[src/sv/fbpa_pkg.sv]
// ----------------------------------------------------------------------------
// fbpa_pkg: shared definitions for the fixed block pool allocator
// Field widths, codes, register defaults and the structs between modules.
// ----------------------------------------------------------------------------
package fbpa_pkg;

  // payload field widths
  localparam int IDX_W  = 12;
  localparam int ST_W   = 2;
  localparam int OFS_W  = 20;

  // configuration registers
  localparam int PBC_W      = 11;
  localparam int REQ_W      = 9;
  localparam int CFG_DATA_W = 11;
  localparam int CFG_IDX_W  = 1;

  localparam logic [CFG_IDX_W-1:0] CFG_PAGE_BLOCK_COUNT      = 1'd0;
  localparam logic [CFG_IDX_W-1:0] CFG_REQUESTED_BLOCK_BYTES = 1'd1;

  localparam int PBC_RST = 1024;
  localparam int REQ_RST = 8;

  // block size rounding
  localparam int MIN_BLOCK_BYTES = 8;
  localparam int ALIGN_BYTES     = 8;
  localparam int BB_W            = $clog2((1 << REQ_W) + ALIGN_BYTES);

  // effective block count never exceeds what the register can hold
  localparam int EFF_W = PBC_W;

  // link memory
  localparam int LINK_DEPTH = 1 << IDX_W;

  // parameter defaults
  localparam int DEF_MAX_PAGE_BLOCKS = 1024;
  localparam int DEF_MAX_PAGES       = 4;

  // request codes
  localparam logic MODE_ALLOC = 1'b0;
  localparam logic MODE_FREE  = 1'b1;

  // result status codes
  typedef enum logic [ST_W-1:0] {
    ST_OK        = 2'd0,
    ST_EXHAUSTED = 2'd1,
    ST_UNCARVED  = 2'd2
  } status_t;

  // derived configuration, held in registers
  typedef struct packed {
    logic [EFF_W-1:0] eff_count;
    logic [BB_W-1:0]  block_bytes;
  } cfg_t;

  // one result from the core to the output register
  typedef struct packed {
    logic              valid;
    status_t           status;
    logic [IDX_W-1:0]  granted_index;
    logic [OFS_W-1:0]  byte_offset;
  } result_t;

endpackage

[src/sv/fbpa_cfg.sv]
// ----------------------------------------------------------------------------
// fbpa_cfg: configuration registers
// Keeps the clamped block count and the aligned block size, both worked out
// at write time so the datapath sees ready-made values.
// ----------------------------------------------------------------------------
module fbpa_cfg
  import fbpa_pkg::*;
#(
  parameter int MAX_PAGE_BLOCKS = DEF_MAX_PAGE_BLOCKS
) (
  input  logic                  clk,
  input  logic                  rst_n,
  input  logic                  cfg_we,
  input  logic [CFG_IDX_W-1:0]  cfg_index,
  input  logic [CFG_DATA_W-1:0] cfg_wdata,
  output cfg_t                  cfg
);

  localparam int CMP_W = ($clog2(MAX_PAGE_BLOCKS + 1) > EFF_W) ?
                         $clog2(MAX_PAGE_BLOCKS + 1) : EFF_W;
  localparam logic [EFF_W-1:0] EFF_RST = (PBC_RST > MAX_PAGE_BLOCKS) ?
                                         EFF_W'(MAX_PAGE_BLOCKS) : EFF_W'(PBC_RST);
  localparam logic [BB_W-1:0]  BB_RST  =
    BB_W'((((REQ_RST < MIN_BLOCK_BYTES) ? MIN_BLOCK_BYTES : REQ_RST)
           + ALIGN_BYTES - 1) / ALIGN_BYTES * ALIGN_BYTES);

  logic [EFF_W-1:0] eff_r, eff_nxt;
  logic [BB_W-1:0]  bb_r, bb_nxt;
  logic [EFF_W-1:0] cnt_min;
  logic [REQ_W-1:0] req;
  logic [BB_W-1:0]  req_min;
  logic [BB_W-1:0]  req_up;

  // block count: zero acts as one, clamp to the page size
  always_comb begin
    cnt_min = (cfg_wdata[PBC_W-1:0] == '0) ? EFF_W'(1) : cfg_wdata[PBC_W-1:0];
  end

  // block size: at least the minimum, rounded up to the alignment
  always_comb begin
    req     = cfg_wdata[REQ_W-1:0];
    req_min = (req < REQ_W'(MIN_BLOCK_BYTES)) ? BB_W'(MIN_BLOCK_BYTES) : BB_W'(req);
    req_up  = req_min + BB_W'(ALIGN_BYTES - 1);
  end

  always_comb begin
    eff_nxt = eff_r;
    bb_nxt  = bb_r;
    if (cfg_we) begin
      unique case (cfg_index)
        CFG_PAGE_BLOCK_COUNT: begin
          if (CMP_W'(cnt_min) > CMP_W'(MAX_PAGE_BLOCKS)) begin
            eff_nxt = EFF_W'(MAX_PAGE_BLOCKS);
          end else begin
            eff_nxt = cnt_min;
          end
        end
        CFG_REQUESTED_BLOCK_BYTES: begin
          bb_nxt = BB_W'((req_up / ALIGN_BYTES) * ALIGN_BYTES);
        end
        default: begin
          eff_nxt = eff_r;
        end
      endcase
    end
  end

  always_ff @(posedge clk) begin
    if (!rst_n) begin
      eff_r <= EFF_RST;
      bb_r  <= BB_RST;
    end else begin
      eff_r <= eff_nxt;
      bb_r  <= bb_nxt;
    end
  end

  assign cfg.eff_count   = eff_r;
  assign cfg.block_bytes = bb_r;

endmodule

[config.mk]
export PLATFORM = sky130hd
export DESIGN_NAME = fbpa_cfg
export DESIGN_NICKNAME = d
export VERILOG_FILES = /design/src/sv/fbpa_pkg.sv /design/src/sv/fbpa_cfg.sv
export SDC_FILE = /design/constraint.sdc
export NUM_CORES = 1
export LEC_CHECK = 0
export BUFFER_PORTS_ARGS = -buffer_cell sky130_fd_sc_hd__buf_2
export CORE_UTILIZATION = 45
export CTS_CLUSTER_DIAMETER = 120
export DETAILED_ROUTE_END_ITERATION = 8
export PLACE_DENSITY = 0.75
export SYNTH_ARGS = -nofsm -noshare
export SYNTH_HDL_FRONTEND = slang
export SYNTH_SLANG_ARGS = --single-unit
[constraint.sdc]
create_clock -name clk -period 1.3 [get_ports clk]
set_input_delay 0.195 -clock clk [delete_from_list [all_inputs] [get_ports clk]]
set_output_delay 0.195 -clock clk [all_outputs]
set_load 0.005 [all_outputs]
==> results of run 1 <==
[report_power, final]
group          switching (µW)  internal (µW)
clock network             162            108
logic                    95.4           84.2
registers                11.2            576
[cells by family after synthesis]
group,Yosys count,synth area share (%)
and+or+nand+nor,43,28.2
AOI/OAI and AO/OA,28,23.0
DFF,18,40.2
buffers and inverters,11,6.14
xor gates and xnor gates,2,1.96
other,1,0.419
[routing by layer]
metal	GRT usage [%]	wire [µm]
met5	0	0
met4	6.86	19
met3	2.75	129
met2	35.0	904
met1	24.8	870
[placed cells by master (no fill, tap or decap), types with 2 or more instances in the layout]
| cell | Yosys | final |
|---|---|---|
| a211oi_1 | 2 | 2 |
| a21boi_0 | 10 | 10 |
| a21oi_1 | 3 | 3 |
| a31oi_1 | 2 | 2 |
| and2_1 | 2 | 2 |
| buf_2 | 2 | 32 |
| buf_4 | 3 | 5 |
| clkbuf_4 | 0 | 3 |
| conb_1 | 1 | 3 |
| dfxtp_1 | 18 | 18 |
| nand2_1 | 14 | 14 |
| nand2b_1 | 2 | 2 |
| nand3b_1 | 9 | 9 |
| nand4_1 | 3 | 3 |
| nor2_1 | 2 | 2 |
| nor3_1 | 2 | 2 |
| o21ai_0 | 6 | 6 |
| xnor2_1 | 2 | 2 |
[flip-flops by register name (all words and copies together), names as in the netlist]
signal  cells
bb_r        7
eff_r      11
[path summary, 6_finish.rpt]
kind	slack (ps)	cells after the start	end
max	270	4	bb_r[8]
min	190	3	eff_r[9]
max reg2reg	420	3	bb_r[8]
min reg2reg	460	2	eff_r[5]
[final cells by class]
class | instances | area, µm²
inverters | 1 | 3.75
repair buffers | 37 | 198
well taps | 25 | 31.3
flip-flops and latches | 18 | 360
multi-input cells | 76 | 488
fillers | 175 | 698
clock buffers | 3 | 22.5
[stage by stage]
stage | std cells | worst slack [ps]
after global routing | 160 | 226
final | 160 | 267
after floorplan | 105 | 107
after detailed placement | 157 | -43.1
after global placement | 157 | -30.2
after CTS | 160 | 275
[worst max-delay path, cell delays in order]
cell	delay, ps
buf_2	120
o311a_4	410
and3_4	190
a221o_1	300
==> results.md, run 1 <==
- Final hold slack: around 190 ps
- Area contributors post-synth: dfxtp_1, a21boi_0, nand3b_1, nand2_1, o21ai_0
- Distinct cells, synth: 33
- Critical path startpoint: cfg_wdata[2]
- Hold crit path type: input port to flip-flop
- Core Region: 1800 µm²
- Post-DP Area: 1080 µm²
- FP Rows: 15
- Post-CTS sizing: 0
- Tot Pwr: 1040 µW
- Vias: roughly 850
- Pwr Density: 939 nW/µm²
- Reg2reg start: bb_r[8]
- Gr usage total: 20.0%
- Post-Syn Area per Cell: 8.70 µm²
- Final period util: 79.4%
- Drt wl/cell: 12.0 µm
- Yosys top cell by area: dfxtp_1
- Area Overhead vs Synth: 23.2%
- Yosys warns: 0
- Clk sinks: 18
- Clock Tree Root: clkbuf_4
- Fin. max-slew vios: 0
- Max cap viols: 0
- Status: completed
- Vias per Instance: 5.32
- VDD IR max: 620 µV
- CTS Buf Count: 3
- Clk_skew: 0 ps
- Post-synth top flop: dfxtp_1
- Most common cell in the netlist: dfxtp_1
- GP Congestion: 0.843
- Static leakage: about 0.00048 µW
- Post-synthesis sequential area ratio: approximately two fifths
- CTS tree: done
- Clock Latency Late Sink: 290 ps
- Drc violations: 0
- Largest net degree at the start of global routing: 21
- Seq cells post-synth: 18
- Initial DRC count: 11
- Max Fanout on Critical Path: 6
- Crit path kind: input port to flip-flop
- Reg clk slew, reported paths: 100 ps
- Hold Startpoint: cfg_wdata[9]
- RSZ-0062 raised after global routing: no
- First-pass GRT wire length: 3120 µm
- Fin util: 61.3%
- Die Span Y: 46.6 µm
- Asr flop ratio synth: 0%
- Final layout net count: around 150
- Diode count: 0
- Crit end category: flip-flop
- Crit path required time: 1490 ps
- IO Count: 36
- Hold_buf cts: 0
- Die X: 46.6 µm
- Final setup vio count: 0
- Vias in the first global route: 721
- Highest Clock Rate: 968 MHz
- Post-CTS Repair Setup Buffers: 0
- Post-synth EDFFs: 0
- Minimum clock period: 1030 ps
- Post-route ant nets: 0
- Initial antenna violation count: 0
- HPWL after DPL: 1470 µm
- Layout cells sized above 1: 33.3%
- Design area: 1100 µm²
- Synth top cells by count: dfxtp_1, nand2_1, a21boi_0, nand3b_1, o21ai_0
- Clk buf depth: 2
- Initial core utilization: 49.7%
- Drt pass-1 iters: 4
- Port-buffer cells: 32
- Critical path launch point type: input port
- Post-route setup TNS: 0 ps
- Final Hold Viols: 0
- Die footprint: 2170 µm²
- CP arrival: 1220 ps
- Top-area cell type share of the netlist area: 40.2%
- Wirelength, routed: just under 2000 µm
- Netlist Area Pre-Place: approximately 900 µm²
- Post-Syn Instances: 103
- GR Overflow Total: 0
- # H-tree levels: 1
(Power assumes the default switching activity.)
==> run 2: changes to the inputs <==
--- a/config.mk
+++ b/config.mk
@@ -6,10 +6,10 @@
 export NUM_CORES = 1
 export LEC_CHECK = 0
 export BUFFER_PORTS_ARGS = -buffer_cell sky130_fd_sc_hd__buf_2
-export CORE_UTILIZATION = 45
+export CORE_UTILIZATION = 42
 export CTS_CLUSTER_DIAMETER = 120
 export DETAILED_ROUTE_END_ITERATION = 8
-export PLACE_DENSITY = 0.75
+export PLACE_DENSITY = 0.74
 export SYNTH_ARGS = -nofsm -noshare
 export SYNTH_HDL_FRONTEND = slang
 export SYNTH_SLANG_ARGS = --single-unit
==> constraint.sdc (replaced) <==
create_clock -name clk -period 0.9 [get_ports clk]
set_input_delay 0.135 -clock clk [delete_from_list [all_inputs] [get_ports clk]]
set_output_delay 0.135 -clock clk [all_outputs]
set_load 0.005 [all_outputs]
==> run 2 against run 1 <==
Effect of this change:
- combinational power is 94% higher
- the run now ends with negative setup slack left
- wire length up 22%
- clock skew unchanged
- register-to-register slack got worse by 410 ps
==> results.md, run 2 (synthesis gave the netlist of run 1 again) <==
- HPWL after DPL: 1630 µm
- GR Overflow Total: 0
- Commonest cells after routing, fill and taps aside: dfxtp_2, buf_2, buf_4, nand2_1, buf_6
- Crit path kind: input port to flip-flop
- Clk buf depth: 2
- Die Span Y: 48.2 µm
- # H-tree levels: 1
- Reg2reg start: bb_r[8]
- Area Overhead vs Synth: 49.9%
- Hold_buf cts: 0
- Wirelength, routed: 2350 µm
- Biggest regs: eff_r (11), bb_r (7)
- Final hold slack: 122 ps
- Slowest cell delay on critical path: 400 ps
- Post-route ant nets: 0
- Failing checks: negative setup slack
- Critical path launch point type: input port
- Drc violations: 0
- CP top delay family: compound AO/OA/AOI/OAI gates
- Critical-path top delay cell: o311a_4
- Highest Clock Rate: ~1100 MHz
- Final layout net count: 165
- Vias in the first global route: 763
- Place WS: -330 ps
- Final setup vio count: 1
- R2R cell count: 3
- Filler instances: around 160
- RSZ-0062 raised after global routing: yes
- Crit-path cells: buf_6 -> o311a_4 -> and3_4 -> a221o_1
- Minimum clock period: 925 ps
- Die X: 48.2 µm
- Clock Tree Root: clkbuf_4
- Vias: between 900 and 1000
- Drt pass-1 iters: 4
- VDD IR max: a little under 900 µV
- Crit end category: flip-flop
- CP bufs+invs: 1
- R2r endpoint: bb_r[8]
- Die footprint: 2320 µm²
- Critical path depth: 4
- Largest net degree at the start of global routing: 13
- IO Count: 36
- Static leakage: 0.000567 µW
- Pwr Density: 1200 nW/µm²
- Fin. max-slew vios: 0
- Max reg flops: 11
- Drt wl/cell: 13.4 µm
- Initial core utilization: 45.2%
- Clk_skew: 0 ps
- Max cap viols: 0
- Final Hold Viols: 0
- Reg clk slew, reported paths: 100 ps
- Gr usage total: 20.8%
- Final period util: 103%
- Max Fanout on Critical Path: 7
- Core Region: 1980 µm²
- Reg-to-reg slack, setup: 10 ps
- Clk sinks: 18
- Setup WS post-layout: -24.5 ps
- Tot Pwr: 1610 µW
- Clock Latency Late Sink: 280 ps
- Layout cells sized above 1: 52.7%
- Top reg by flops: eff_r
- Initial DRC count: 18
- GP Congestion: 0.880
- Status: finished with violations
- Port-buffer cells: 32
- Hold crit path type: input port to flip-flop
- Crit path required time: roughly 1100 ps
- FP Rows: 16
- Initial antenna violation count: 0
- CTS tree: done
- First-pass GRT wire length: 3280 µm
- Critical path startpoint: cfg_wdata[0]
- Setup crit end: bb_r[8]
- Vias per Instance: between 5 and 6
- CTS Buf Count: 3
- Diode count: 0
- CP arrival: 1110 ps
-- run 2: cell count changes in the layout (fill, tap and decap cells not counted), moves of 12 or more --
cell,previous run,this run
dfxtp_2,0,18
buf_4,5,17
buf_6,0,14
buf_2,32,18
dfxtp_1,18,0
-- run 2: layout make-up --
cell class	count	area (µm²)	area share (%)
repair buffers	50	390	29.1
multi-input cells	76	509	37.9
well taps	27	33.8	2.52
inverters	1	3.75	0.280
flip-flops and latches	18	383	28.5
clock buffers	3	22.5	1.68
-- run 2: metrics by stage --
step,setup TNS [ps],instance area (µm²),cells,utilization [%]
final,-24.5,1340,175,67.7
after global routing,-134,1340,175,67.7
after CTS,-8.36,1240,175,62.7
after detailed placement,-1920,1190,170,59.9
after global placement,-1430,1190,170,59.9
after floorplan,-386,925,105,-
-- run 2: worst min path at each step --
stage	from	end	cells after the start
2_1_floorplan	cfg_wdata[0]	eff_r[0]	2
3_3_place_gp	rst_n	bb_r[7]	3
3_5_place_dp	rst_n	bb_r[8]	2
4_1_cts	rst_n	bb_r[7]	3
5_1_grt	cfg_wdata[9]	eff_r[9]	3
6_report	rst_n	bb_r[7]	3
-- run 2: metal layers --
| layer | wire length [µm] | share of wire (%) | GRT usage [%] | up-vias |
|---|---|---|---|---|
| met3 | 94 | 4.0 | 4.81 | 2 |
| met2 | 1220 | 52 | 34.4 | 27 |
| li1 | - | - | - | 458 |
| met5 | 0 | 0 | 0 | - |
| met4 | 27 | 1.2 | 13.9 | 0 |
| met1 | 1000 | 43 | 23.8 | 431 |
-- run 2: worst register-to-register path, cell delays in order, from the launching register on --
cell	delay, ps
dfxtp_2	340
inv_1	50
o21ai_0	90
a221o_1	310
-- run 2: timing repair --
action,in CTS,in global routing
pin swaps,2,2
cloned,0,0
setup endpoints to repair,2,20
gates resized for setup,5,30
setup buffers,2,0
-- run 2: power by group --
| group | total, µW | switching (µW) | internal [µW] |
|---|---|---|---|
| Sequential | 861 | 21.1 | 840 |
| Combinational | 349 | 160 | 189 |
| Clock | 398 | 242 | 155 |
==> run 3: changes to the inputs <==
==> constraint.sdc (replaced) <==
create_clock -name clk -period 0.8 [get_ports clk]
set_input_delay 0.12 -clock clk [delete_from_list [all_inputs] [get_ports clk]]
set_output_delay 0.12 -clock clk [all_outputs]
set_load 0.005 [all_outputs]
==> run 3 against run 2 <==
Effect of this change:
- the run still ends with negative setup slack left
- non-clock buffer count grew 3
- total power rose by 13%
- wire length increased by 2.8%
- clock power up 12%
- clock skew did not move
- critical path depth is the same
- combinational power increased by 17%
- final cell count grew 1.7%
- critical endpoint unchanged
- global-route usage up 2.2 points
==> results.md, run 3 (synthesis gave the netlist of run 1 again) <==
- Status: finished with violations
- Failing checks: negative setup slack
- Initial DRC count: 19
- Switching part of the total power: 26.4%
- First-pass GRT wire length: 3660 µm
- Slowest cell delay on critical path: roughly 390 ps
- FP Rows: 16
- Pwr Density: around 1300 nW/µm²
- IO Count: 36
- Net Switching: 481 µW
- Highest Clock Rate: 1130 MHz
- Diode count: 0
- Fin. max-slew vios: 0
- Tot Pwr: 1820 µW
- Drt wl/cell: between 10 and 15 µm
- Hold path depth: 3
- Reg2reg start: bb_r[8]
- Die Span Y: 48.2 µm
- Critical path depth: 4
- CP top delay family: compound AO/OA/AOI/OAI gates
- Vias: roughly 930
- Clk_skew: 0 ps
- Core Region: 1980 µm²
- Static leakage: 0.000591 µW
- Hold crit path type: input port to flip-flop
- HPWL after DPL: between 1500 and 2000 µm
- Crit path kind: input port to flip-flop
- Max Fanout on Critical Path: 6
- Max cap viols: 0
- Final period util: 111%
- CP bufs+invs: 1
- Clock Latency Late Sink: 280 ps
- Biggest regs: eff_r (11), bb_r (7)
- Critical path startpoint: cfg_wdata[0]
- Pint: 1340 µW
- Final layout net count: 168
- R2r endpoint: bb_r[8]
- # H-tree levels: 1
- Vias per Instance: 5.24
- Commonest cells after routing, fill and taps aside: buf_4, dfxtp_2, buf_2, nand2_1, buf_6
- Hold_buf cts: 0
- Wirelength, routed: 2410 µm
- Crit-path cells: buf_6 -> o311a_4 -> and3_4 -> a221o_1
- Drc violations: 0
- GR Overflow Total: 0
- Final Hold Viols: 0
- Initial antenna violation count: 0
- Place WS: -426 ps
- CTS tree: done
- Post-route setup TNS: -1070 ps
- Max reg flops: 11
- Reg-to-reg slack, setup: -70 ps
- Post-route ant nets: 0
- Seq pwr share: between 50% and 60%
- Critical path launch point type: input port
- GP Congestion: 0.904
- Gr usage total: 23.0%
- Clk buf depth: 2
- Setup WS post-layout: -87.2 ps
- Clock power share: 24.5%
- Layout cells sized above 1: 55.0%
- Filler instances: ~150
- CP arrival: 1070 ps
- R2R cell count: 3
- Combinational fraction of design power: roughly 22%
- Setup crit end: bb_r[8]
- Crit end category: flip-flop
- Vias in the first global route: between 800 and 900
- Port-buffer cells: 32
- Drt pass-1 iters: 5
- VDD IR max: 1230 µV
- Minimum clock period: 887 ps
- Clk sinks: 18
- Die X: 48.2 µm
- Critical-path top delay cell: o311a_4
- RSZ-0062 raised after global routing: yes
- Area Overhead vs Synth: 52.9%
- Top reg by flops: eff_r
- Die footprint: 2320 µm²
- Final setup vio count: 22
- Most common cell after layout, fill and taps aside: buf_4
- Clock Tree Root: clkbuf_4
- Fin util: around 69%
- Largest net degree at the start of global routing: 13
- CTS Buf Count: 3
- Initial core utilization: approximately 45%
- Crit path required time: 980 ps
- Reg clk slew, reported paths: 100 ps
-- run 3: changes by cell type in the layout (fill, tap and decap cells not counted), sizes merged --
cell and change:
buf +3
-- run 3: worst register-to-register path: stages, from the launching register on --
cell and delay (ps):
dfxtp_2 330, inv_1 40, o21ai_1 60, a221o_1 340
-- run 3: worst min path at each step --
stage	startpoint	endpoint	slack, ps
global route	cfg_wdata[9]	eff_r[9]	110
detailed placement	cfg_wdata[9]	eff_r[9]	430
global placement	cfg_wdata[9]	eff_r[9]	430
CTS	cfg_wdata[9]	eff_r[9]	110
floorplan	cfg_wdata[0]	eff_r[0]	290
finish	cfg_wdata[9]	eff_r[9]	120
-- run 3: what timing repair did --
action / in CTS / in global routing
pin swaps: 2 / 0
buffers inserted: 1 / 0
endpoints found under the setup margin: 23 / 23
gates resized for setup: 23 / 14
-- run 3: final cells by class --
cell class              count  area (µm²)  share of cell area (%)
well taps                  27        33.8                    2.47
flip-flops and latches     18         383                    27.9
inverters                   1        3.75                   0.274
repair buffers             53         405                    29.6
multi-input cells          76         522                    38.1
clock buffers               3        22.5                    1.64
-- run 3: power groups by stage --
stage	combinational, µW	clock (µW)	sequential (µW)
final	407	446	968
after floorplan	163	0	980
after CTS	381	452	962
after detailed placement	360	0	976
after global placement	353	0	975
after global routing	444	486	973
-- run 3: per-stage QoR --
stage          hold slack [ps]  instances  instance area (µm²)
6_report                   115        178                 1370
5_1_grt                    114        178                 1370
4_1_cts                    109        178                 1300
3_5_place_dp               427        174                 1220
3_3_place_gp               431        174                 1220
2_1_floorplan              287        105                  926
-- run 3: per-layer routing --
layer | global-route usage (%) | routed length (µm)
met1 | 27.1 | 1070
met2 | 40.0 | 1210
met3 | 3.33 | 100
met4 | 12.2 | 36
met5 | 0 | 0
